**config.mk**
```make
export PLATFORM = sky130hd
export DESIGN_NAME = page_frame_table_unit
export DESIGN_NICKNAME = d
export VERILOG_FILES = /design/src/sv/pft_pkg.sv /design/src/sv/pft_table.sv /design/src/sv/pft_wb_ctr.sv /design/src/sv/page_frame_table_unit.sv
export SDC_FILE = /design/constraint.sdc
export NUM_CORES = 1
export LEC_CHECK = 0
export BUFFER_PORTS_ARGS = -buffer_cell sky130_fd_sc_hd__buf_2
export CORE_MARGIN = 4
export CORE_UTILIZATION = 55
export DETAILED_ROUTE_END_ITERATION = 7
export PLACE_DENSITY = 0.72
export SETUP_SLACK_MARGIN = 0.2
export SYNTH_ARGS = -nofsm -noshare
export SYNTH_HDL_FRONTEND = slang
export SYNTH_SLANG_ARGS = --single-unit
```
**constraint.sdc**
```tcl
create_clock -name clk -period 9.1 [get_ports clk]
set_input_delay 1.82 -clock clk [delete_from_list [all_inputs] [get_ports clk]]
set_output_delay 1.82 -clock clk [all_outputs]
set_load 0.01 [all_outputs]
```
**src/sv/pft_pkg.sv**
```systemverilog
package pft_pkg;

    localparam int TABLE_ENTRIES_DEF = 16;
    localparam int PROCESS_COUNT_DEF = 2;

    localparam int CMD_W         = 3;
    localparam int PAGE_W        = 20;
    localparam int PID_W         = 1;
    localparam int PID_RANGE     = 2 ** PID_W;
    localparam int ENTRY_TOTAL_W = 5;
    localparam int WB_W          = 32;

    typedef enum logic [CMD_W-1:0] {
        CMD_INSERT = 3'd0,
        CMD_FLUSH  = 3'd1,
        CMD_LOOKUP = 3'd2,
        CMD_MARK   = 3'd3,
        CMD_CLEAR  = 3'd4
    } pft_cmd_t;

    typedef struct packed {
        logic [CMD_W-1:0]  cmd;
        logic [PAGE_W-1:0] page;
        logic [PID_W-1:0]  pid;
    } pft_req_t;

    typedef struct packed {
        logic                     hit;
        logic                     full;
        logic [ENTRY_TOTAL_W-1:0] total;
    } pft_tbl_res_t;

endpackage

```
**src/sv/pft_table.sv**
```systemverilog
module pft_table
    import pft_pkg::*;
#(
    parameter int TABLE_ENTRIES = TABLE_ENTRIES_DEF,
    localparam int CNT_W = $clog2(TABLE_ENTRIES + 1)
)
(
    input  logic         clk,
    input  logic         rst_n,
    input  logic         fire,
    input  pft_req_t     req,
    output pft_tbl_res_t res,
    output logic [CNT_W-1:0] dirty_n
);

    logic              valid_reg [TABLE_ENTRIES];
    logic [PAGE_W-1:0] page_reg  [TABLE_ENTRIES];
    logic [PID_W-1:0]  owner_reg [TABLE_ENTRIES];
    logic              dirty_reg [TABLE_ENTRIES];

    logic              valid_next [TABLE_ENTRIES];
    logic              ins_mask   [TABLE_ENTRIES];
    logic              page_eq    [TABLE_ENTRIES];
    logic              owner_eq   [TABLE_ENTRIES];

    always_comb
    begin
        logic             taken;
        logic             all_valid;
        logic             any_hit;
        logic [CNT_W-1:0] total_cnt;
        logic [CNT_W-1:0] dirty_cnt;
        taken     = 1'b0;
        all_valid = 1'b1;
        any_hit   = 1'b0;
        total_cnt = '0;
        dirty_cnt = '0;
        for (int i = 0; i < TABLE_ENTRIES; i++)
        begin
            ins_mask[i] = !valid_reg[i] && !taken;
            taken       = taken || !valid_reg[i];
            all_valid   = all_valid && valid_reg[i];
            page_eq[i]  = valid_reg[i] && (page_reg[i] == req.page);
            owner_eq[i] = valid_reg[i] && (owner_reg[i] == req.pid);
            any_hit     = any_hit || (page_eq[i] && owner_eq[i]);
            dirty_cnt   = dirty_cnt + CNT_W'(owner_eq[i] && dirty_reg[i]);
            case (req.cmd)
                CMD_INSERT: valid_next[i] = valid_reg[i] || ins_mask[i];
                CMD_FLUSH:  valid_next[i] = valid_reg[i] && !owner_eq[i];
                CMD_CLEAR:  valid_next[i] = 1'b0;
                default:    valid_next[i] = valid_reg[i];
            endcase
            total_cnt = total_cnt + CNT_W'(valid_next[i]);
        end
        res.hit   = (req.cmd == CMD_LOOKUP) && any_hit;
        res.full  = (req.cmd == CMD_INSERT) && all_valid;
        res.total = ENTRY_TOTAL_W'(total_cnt);
        dirty_n   = dirty_cnt;
    end

    always_ff @(posedge clk or negedge rst_n)
    begin
        if (!rst_n)
        begin
            for (int i = 0; i < TABLE_ENTRIES; i++)
            begin
                valid_reg[i] <= 1'b0;
            end
        end
        else if (fire)
        begin
            for (int i = 0; i < TABLE_ENTRIES; i++)
            begin
                valid_reg[i] <= valid_next[i];
            end
        end
    end

    always_ff @(posedge clk)
    begin
        if (fire)
        begin
            for (int i = 0; i < TABLE_ENTRIES; i++)
            begin
                if (req.cmd == CMD_INSERT && ins_mask[i])
                begin
                    page_reg[i]  <= req.page;
                    owner_reg[i] <= req.pid;
                    dirty_reg[i] <= 1'b0;
                end
                else if (req.cmd == CMD_MARK && page_eq[i])
                begin
                    dirty_reg[i] <= 1'b1;
                end
            end
        end
    end

endmodule

```
**src/sv/pft_wb_ctr.sv**
```systemverilog
module pft_wb_ctr
    import pft_pkg::*;
#(
    parameter int TABLE_ENTRIES = TABLE_ENTRIES_DEF,
    parameter int PROCESS_COUNT = PROCESS_COUNT_DEF,
    localparam int CNT_W = $clog2(TABLE_ENTRIES + 1),
    localparam int CTR_N = (PROCESS_COUNT < PID_RANGE) ? PROCESS_COUNT : PID_RANGE
)
(
    input  logic             clk,
    input  logic             rst_n,
    input  logic             fire,
    input  pft_req_t         req,
    input  logic [CNT_W-1:0] dirty_n,
    output logic [WB_W-1:0]  wb_total
);

    logic [WB_W-1:0] ctr_reg  [CTR_N];
    logic [WB_W-1:0] ctr_next [CTR_N];

    always_comb
    begin
        wb_total = '0;
        for (int p = 0; p < CTR_N; p++)
        begin
            ctr_next[p] = ctr_reg[p];
            if (req.cmd == CMD_FLUSH && req.pid == PID_W'(p))
            begin
                ctr_next[p] = ctr_reg[p] + WB_W'(dirty_n);
            end
            if (req.pid == PID_W'(p))
            begin
                wb_total = ctr_next[p];
            end
        end
    end

    always_ff @(posedge clk or negedge rst_n)
    begin
        if (!rst_n)
        begin
            for (int p = 0; p < CTR_N; p++)
            begin
                ctr_reg[p] <= '0;
            end
        end
        else if (fire)
        begin
            for (int p = 0; p < CTR_N; p++)
            begin
                ctr_reg[p] <= ctr_next[p];
            end
        end
    end

endmodule

```
**src/sv/page_frame_table_unit.sv**
```systemverilog
// Channel  | Handshake            | Fields
// request  | req_valid, req_stall | command, page_number, process_id
// response | rsp_valid, rsp_stall | hit, entry_total, writeback_total, status
//
// One command per cycle while no response stall holds the pipeline.
// The request register feeds one pass of table compare and update, whose
// result loads the response register while the table and counters update.
// Reset clears the valid bits and write-back counters at once; no sweep.
// A stalled response holds; the request register still takes a command
// while it is empty, so req_stall rises only when both stages are full.
module page_frame_table_unit
    import pft_pkg::*;
#(
    parameter int TABLE_ENTRIES = TABLE_ENTRIES_DEF,
    parameter int PROCESS_COUNT = PROCESS_COUNT_DEF
)
(
    input  logic                     clk,
    input  logic                     rst_n,
    input  logic                     req_valid,
    output logic                     req_stall,
    input  logic [CMD_W-1:0]         command,
    input  logic [PAGE_W-1:0]        page_number,
    input  logic [PID_W-1:0]         process_id,
    output logic                     rsp_valid,
    input  logic                     rsp_stall,
    output logic                     hit,
    output logic [ENTRY_TOTAL_W-1:0] entry_total,
    output logic [WB_W-1:0]          writeback_total,
    output logic                     status
);

    localparam int CNT_W = $clog2(TABLE_ENTRIES + 1);

    logic                     req_valid_reg;
    pft_req_t                 req_reg;
    logic                     rsp_valid_reg;
    logic                     hit_reg;
    logic [ENTRY_TOTAL_W-1:0] total_reg;
    logic [WB_W-1:0]          wb_reg;
    logic                     status_reg;

    logic                     fire;
    logic                     take;
    pft_tbl_res_t             tbl_res;
    logic [CNT_W-1:0]         dirty_n;
    logic [WB_W-1:0]          wb_total;

    assign fire      = req_valid_reg && (!rsp_valid_reg || !rsp_stall);
    assign req_stall = req_valid_reg && !fire;
    assign take      = req_valid && !req_stall;

    pft_table #(
        .TABLE_ENTRIES(TABLE_ENTRIES)
    ) u_table (
        .clk     (clk),
        .rst_n   (rst_n),
        .fire    (fire),
        .req     (req_reg),
        .res     (tbl_res),
        .dirty_n (dirty_n)
    );

    pft_wb_ctr #(
        .TABLE_ENTRIES(TABLE_ENTRIES),
        .PROCESS_COUNT(PROCESS_COUNT)
    ) u_wb_ctr (
        .clk      (clk),
        .rst_n    (rst_n),
        .fire     (fire),
        .req      (req_reg),
        .dirty_n  (dirty_n),
        .wb_total (wb_total)
    );

    always_ff @(posedge clk or negedge rst_n)
    begin
        if (!rst_n)
        begin
            req_valid_reg <= 1'b0;
            rsp_valid_reg <= 1'b0;
        end
        else
        begin
            if (take)
            begin
                req_valid_reg <= 1'b1;
            end
            else if (fire)
            begin
                req_valid_reg <= 1'b0;
            end
            if (fire)
            begin
                rsp_valid_reg <= 1'b1;
            end
            else if (!rsp_stall)
            begin
                rsp_valid_reg <= 1'b0;
            end
        end
    end

    always_ff @(posedge clk)
    begin
        if (take)
        begin
            req_reg.cmd  <= command;
            req_reg.page <= page_number;
            req_reg.pid  <= process_id;
        end
        if (fire)
        begin
            hit_reg    <= tbl_res.hit;
            total_reg  <= tbl_res.total;
            wb_reg     <= wb_total;
            status_reg <= tbl_res.full;
        end
    end

    assign rsp_valid       = rsp_valid_reg;
    assign hit             = hit_reg;
    assign entry_total     = total_reg;
    assign writeback_total = wb_reg;
    assign status          = status_reg;

endmodule

```
Word level (Yosys, flattened, before mapping)
Memory sizes are Yosys's and may differ from the RTL's.
Index checks and enable logic that the tools add are counted.

storage, ports and cells
  memories = 3
  bits in writable memories = 352
  register bits = 145
  input port bits = 28

operators by class
  mux-type cells = 241
  reduce and logical (&&, ||, !) cells = 276
  equality and inequality tests = 37
  add/sub/neg operators = 32
  bitwise operators = 17

memories
  name               depth  width  rd ports  clocked after Yosys merged registers in  wr ports  line             text
  u_table.page_reg   16     20     16        0                                        1         pft_table.sv:17  logic [PAGE_W-1:0] page_reg [TABLE_ENTRIES];
  u_table.dirty_reg  16     1      16        0                                        16        pft_table.sv:19  logic dirty_reg [TABLE_ENTRIES];
  u_table.owner_reg  16     1      16        0                                        1         pft_table.sv:18  logic [PID_W-1:0] owner_reg [TABLE_ENTRIES];

operators by type and width
  kind                                                    number
  equality test 20 bit                                    16
  2-to-1 mux 20 bit                                       15
  OR reduction 20 bit                                     15
  2-to-1 mux 1 bit                                        177
  logical AND 1 bit                                       149
  adder 5 x 1 -> 5 bit                                    28
  2-to-1 mux 4 bit                                        30
  2-to-1 mux 32 bit                                       3
  adder 32 x 5 -> 32 bit                                  2
  zero test 1 bit                                         50
  one-hot mux 1 bit (3 select lines)                      16
  logical OR 1 bit                                        45
  equality test 1 bit                                     16
  OR 1 bit                                                16
  OR reduction 1 bit                                      15
  equality test 3 x 2 -> 1 bit (second input constant)    2
  adder 1 x 1 -> 2 bit                                    2
  equality test 3 x 1 -> 1 bit (second input constant)    1
  equality test 3 bit (second input constant)             1
  zero test 3 bit                                         1
  inequality test 2 x 1 -> 1 bit (second input constant)  1
  nonzero test 2 bit                                      1
  NOT 1 bit                                               1

Depth between registers and ports, before layout
  word-level depth = 23
  depth in mapped cells = 25
  gate-level depth less buffers = 22

By module
From an unflattened synthesis, not the netlist that was laid out.

second synthesis, totals
  cell total of the unflattened synthesis = 1,747
  area total of the unflattened synthesis = 23,901.7 um^2

modules (own cells, without submodules)
  module                 cells an instance  area an instance (um^2)  instances
  pft_table              1,159              17,070.1                 1
  pft_wb_ctr             517                4,847.1                  1
  page_frame_table_unit  71                 1,984.4                  1

Worst setup path before layout
OpenSTA, ideal clock, no wires.

  kind = register to register
  start point = register req_reg[0] in the netlist's numbering
  end point = register wb_reg[23], in the netlist writeback_total[23], data pin
  setup slack = 2.129 ns
  arrival = 6.693 ns
  setup time = 0.278 ns
  stages on the path, launching flop included = 25
  data required time = 8.822 ns
  clock period less this slack = 6.971 ns
  buffers on the path = 3
  cell sequence = edfxtp_1 > buf_2 > buf_1 > xnor2_1 > and3_1 > ha_1 > inv_1 > fa_1 > fa_1 > fa_1 > inv_1 > fa_1 > fa_1 > inv_1 > fa_1 > inv_1 > ha_1 > a21o_1 > a21oi_1 > o21a_1 > or4_1 > buf_2 > or3_1 > xor2_1 > mux2i_1

between the ends
  longest elaborated chain between the ends = 21

RTL lines
  item                                 line                          text
  from (decl)                          page_frame_table_unit.sv:36   pft_req_t req_reg;
  equality test 1 bit                  pft_table.sv:44               owner_eq[i] = valid_reg[i] && (owner_reg[i] == req.pid);
  logical AND 1 bit                    pft_table.sv:44
  logical AND 1 bit                    pft_table.sv:46               dirty_cnt = dirty_cnt + CNT_W'(owner_eq[i] && dirty_reg[i]);
  adder 1 x 1 -> 2 bit                 pft_table.sv:46
  adder 5 x 1 -> 5 bit (14 in series)  pft_table.sv:46
  adder 32 x 5 -> 32 bit               pft_wb_ctr.sv:29              ctr_next[p] = ctr_reg[p] + WB_W'(dirty_n);
  2-to-1 mux 32 bit                    pft_wb_ctr.sv:27              if (req.cmd == CMD_FLUSH && req.pid == PID_W'(p))
  2-to-1 mux 32 bit (*)                pft_wb_ctr.sv:31              if (req.pid == PID_W'(p))
  named net u_wb_ctr.wb_total[23]      pft_wb_ctr.sv:15              output logic [WB_W-1:0] wb_total
  to (signal assigned)                 page_frame_table_unit.sv:116  wb_reg <= wb_total;
  to (decl)                            page_frame_table_unit.sv:40   logic [WB_W-1:0] wb_reg;

The timed path passes the listed nets; every way through them passes the cells marked *.
A chain may end at the register's enable or synchronous reset.

Worst setup path after layout
  start point = register req_reg[0] in the netlist's numbering
  end point = register wb_reg[26], in the netlist writeback_total[26], data pin

The elaborated chain is that of the path after synthesis.

==> impl_metrics.env <==
export IMPL_status="completed"
export IMPL_slowest_delay_ps=910
export IMPL_clock_sinks=497
export IMPL_dieArea_mm2=0.04502
export IMPL_largest_reg_flops=320
export IMPL_endpoint_kind="register"
export IMPL_synth_most_common_cell="edfxtp_1"
export IMPL_synthFlopType="edfxtp_1"
export IMPL_antenna_found_initial=0
export IMPL_yosysUniqueCellTypes=58
export IMPL_layout_min_cycle_time_ps=7505
export IMPL_setup_tns_ps=0
export IMPL_routed_wl_um=47180
export IMPL_rows=74
export IMPL_cp_slowest_cell="edfxtp_1"
export IMPL_syn_to_final_growth_pct=11.83
export IMPL_synth_edf_count=414
export IMPL_total_leakage_power_nw=9.119
export IMPL_worst_setup_path_type="reg -> reg"
export IMPL_synth_area_leader_cell="edfxtp_1"
export IMPL_tightest_slew_ps=1084
export IMPL_drv_cap=0
export IMPL_gp_congestion=0.8658
export IMPL_holdWs_ps=481.7
export IMPL_io_buffers=68
export IMPL_min_period_over_period=0.8247
export IMPL_syn_inst=1669
export IMPL_pwr_share_seq=0.517
export IMPL_netlist_area_mm2=0.02293
export IMPL_drive_gt1_frac=0.1251
export IMPL_clk_pin_slew_ps=60
export IMPL_io_pins=69
export IMPL_async_reset_ff_frac=0.1650
export IMPL_ant_nets=0
export IMPL_n_antenna_cell=0
export IMPL_synth_top_area_frac=0.5422
export IMPL_net_switching_power_mw=1.104
export IMPL_first_global_vias=13310
export IMPL_start_util=0.5590
export IMPL_setup_violations_final=0
export IMPL_routedWlPerCell_um=20.24
export IMPL_vdd_drop_max_v=0.0002020
export IMPL_switching_share=0.2237
export IMPL_route_vias_total=13150
export IMPL_hold_viol=0
export IMPL_startpoint_type="register"
export IMPL_maxSlewHeadroom=0.2717
export IMPL_hold_class="reg -> reg"
export IMPL_combPwrFrac=0.070
export IMPL_drt_iter0_markers=966
export IMPL_postCtsSetupBuffers=0
export IMPL_powerDensity_mw_per_mm2=192.4
export IMPL_crit_required_ps=9550
export IMPL_avgSynthCellArea_um2=13.74
export IMPL_rsz0062_at_grt="false"
export IMPL_die_y_um=212.2
export IMPL_cts_root_buf="clkbuf_16"
export IMPL_grt_overflow_total=0
export IMPL_path_common_cell="fa_1"
export IMPL_ys_seq_elements=497
export IMPL_slew_violations=0
export IMPL_clockBufferDepth=3
export IMPL_seqCellArea_mm2=0.01450
export IMPL_drc=0
export IMPL_grt_max_degree=64
export IMPL_syn_nets=1739
export IMPL_viasPerCell=5.641
export IMPL_h_tree_depth=2
export IMPL_fin_skew_ps=39.54
export IMPL_ys_seq_area_frac=0.6326
export IMPL_crit_chain="xnor2_1 -> and3_1 -> ha_1 -> inv_1 -> fa_1 -> fa_1 -> fa_1 -> inv_1 -> fa_1 -> fa_1 -> inv_1 -> fa_1 -> inv_1 -> fa_1 -> a21o_1 -> a21oi_1 -> o21bai_1 -> nor4b_4 -> nand3_1 -> or3_1 -> a31oi_1"
export IMPL_fin_nets=1826
export IMPL_die_width_um=212.2
export IMPL_post_cts_resized=0
export IMPL_max_freq_ghz=0.1333
export IMPL_final_fill_count=3042
export IMPL_synthTopCellsByArea="edfxtp_1 (54%), xnor2_1 (12%), dfrtp_1 (9.0%)"
export IMPL_dp_hpwl_um=29170
export IMPL_core_area_mm2=0.04102
export IMPL_cts_tree="yes"
export IMPL_cts_buffers=51
export IMPL_grt_pass1_wl_um=74650
export IMPL_worstPathMaxFanout=18
export IMPL_grt_total_usage=0.2119
export IMPL_firstDrtPassIters=6
export IMPL_ys_warn_count=0
export IMPL_synth_top_cells_by_count="edfxtp_1 (414), xnor2_1 (315), xor2_1 (134)"
export IMPL_multi_input_area_mm2=0.008014
export IMPL_p_int_mw=3.830
export IMPL_crit_arrival_ps=7950
export IMPL_utilization=0.6251
export IMPL_clkLatencyLatePin_ps=600
export IMPL_p_clk_frac=0.413
export IMPL_cts_hold_buf=0
[cell families after synthesis]
kind of cell,Yosys count,share of synthesized area
compound gates,101,0.02756
xor+xnor,449,0.1715
fa+ha+maj,42,0.03012
buf+inv,113,0.01987
flops,497,0.6326
mux,35,0.01872
simple gates,432,0.09960
[power groups by stage]
stage	sequential (mW)	clock, mW	combinational (mW)
3_3_place_gp	2.60	0	0.339
3_5_place_dp	2.60	0	0.347
2_1_floorplan	2.60	0	0.222
6_report	2.55	2.04	0.343
4_1_cts	2.55	2.08	0.349
5_1_grt	2.55	2.19	0.380
[worst max-delay path, delay by kind of cell, from the launching register on]
kind | cells | cell delay [ps]
flops | 1 | 910
fa+ha+maj | 8 | 3470
simple gates | 4 | 1670
xor+xnor | 1 | 230
buf+inv | 4 | 360
compound gates | 4 | 720
[path summary, 6_finish.rpt]
check                                   startpoint                       to  slack [ps]  cells after the start
max in group asynchronous                    rst_n     u_wb_ctr.ctr_reg[36]        6820                      2
min in group asynchronous                    rst_n     u_table.valid_reg[5]        1120                      1
hold reg to reg            u_table.dirty_reg[1][0]  u_table.dirty_reg[1][0]         480                      2
hold / removal             u_table.dirty_reg[1][0]  u_table.dirty_reg[1][0]         480                      2
setup / recovery                        req_reg[0]      writeback_total[26]        1600                     21
setup reg to reg                        req_reg[0]      writeback_total[26]        1600                     21
[through the flow]
| step | cell area, um^2 | setup slack [ps] | instances | power [mW] |
|---|---|---|---|---|
| after floorplan | 22930 | 2129 | 1669 | 2.821 |
| after global placement | 23980 | 1759 | 2235 | 2.936 |
| after detailed placement | 23980 | 1617 | 2235 | 2.945 |
| after CTS | 25640 | 1626 | 2331 | 4.985 |
| after global routing | 25640 | 1102 | 2331 | 5.125 |
| final | 25640 | 1595 | 2331 | 4.934 |
[cell type report]
class	count	share of cell area
timing repair buffer	111	0.02596
sequential	497	0.5657
clock inverter	23	0.008394
multi-input combinational	1059	0.3126
tap	532	0.02596
clock buffer	73	0.05617
inverter	36	0.005270
[layout by cell type (no fill, tap or decap), drive strengths merged, types with 7 or more instances in the layout]
cell type	synthesis	final
nand3	47	47
edfxtp	414	414
clkbuf	41	73
and3	30	30
inv	36	36
a21o	12	12
nor2	74	74
xnor2	315	315
nor3	21	21
nor4	38	38
mux2i	17	17
and2	11	11
xor2	134	134
or2	7	7
nand2	93	93
a21oi	19	19
dfrtp	82	82
o21ai	31	31
nand4	75	75
o22ai	12	12
nand2b	7	7
buf	36	111
clkinv	0	20
fa	22	22
mux2	13	13
ha	20	20
[layer usage]
layer	wire [um]	up-vias	track usage
li1	-	6130	-
met4	921	0	0.05790
met3	2334	70	0.03158
met2	22750	343	0.3500
met5	0	-	0
met1	21180	6606	0.2979
(Power assumes the default switching activity.)
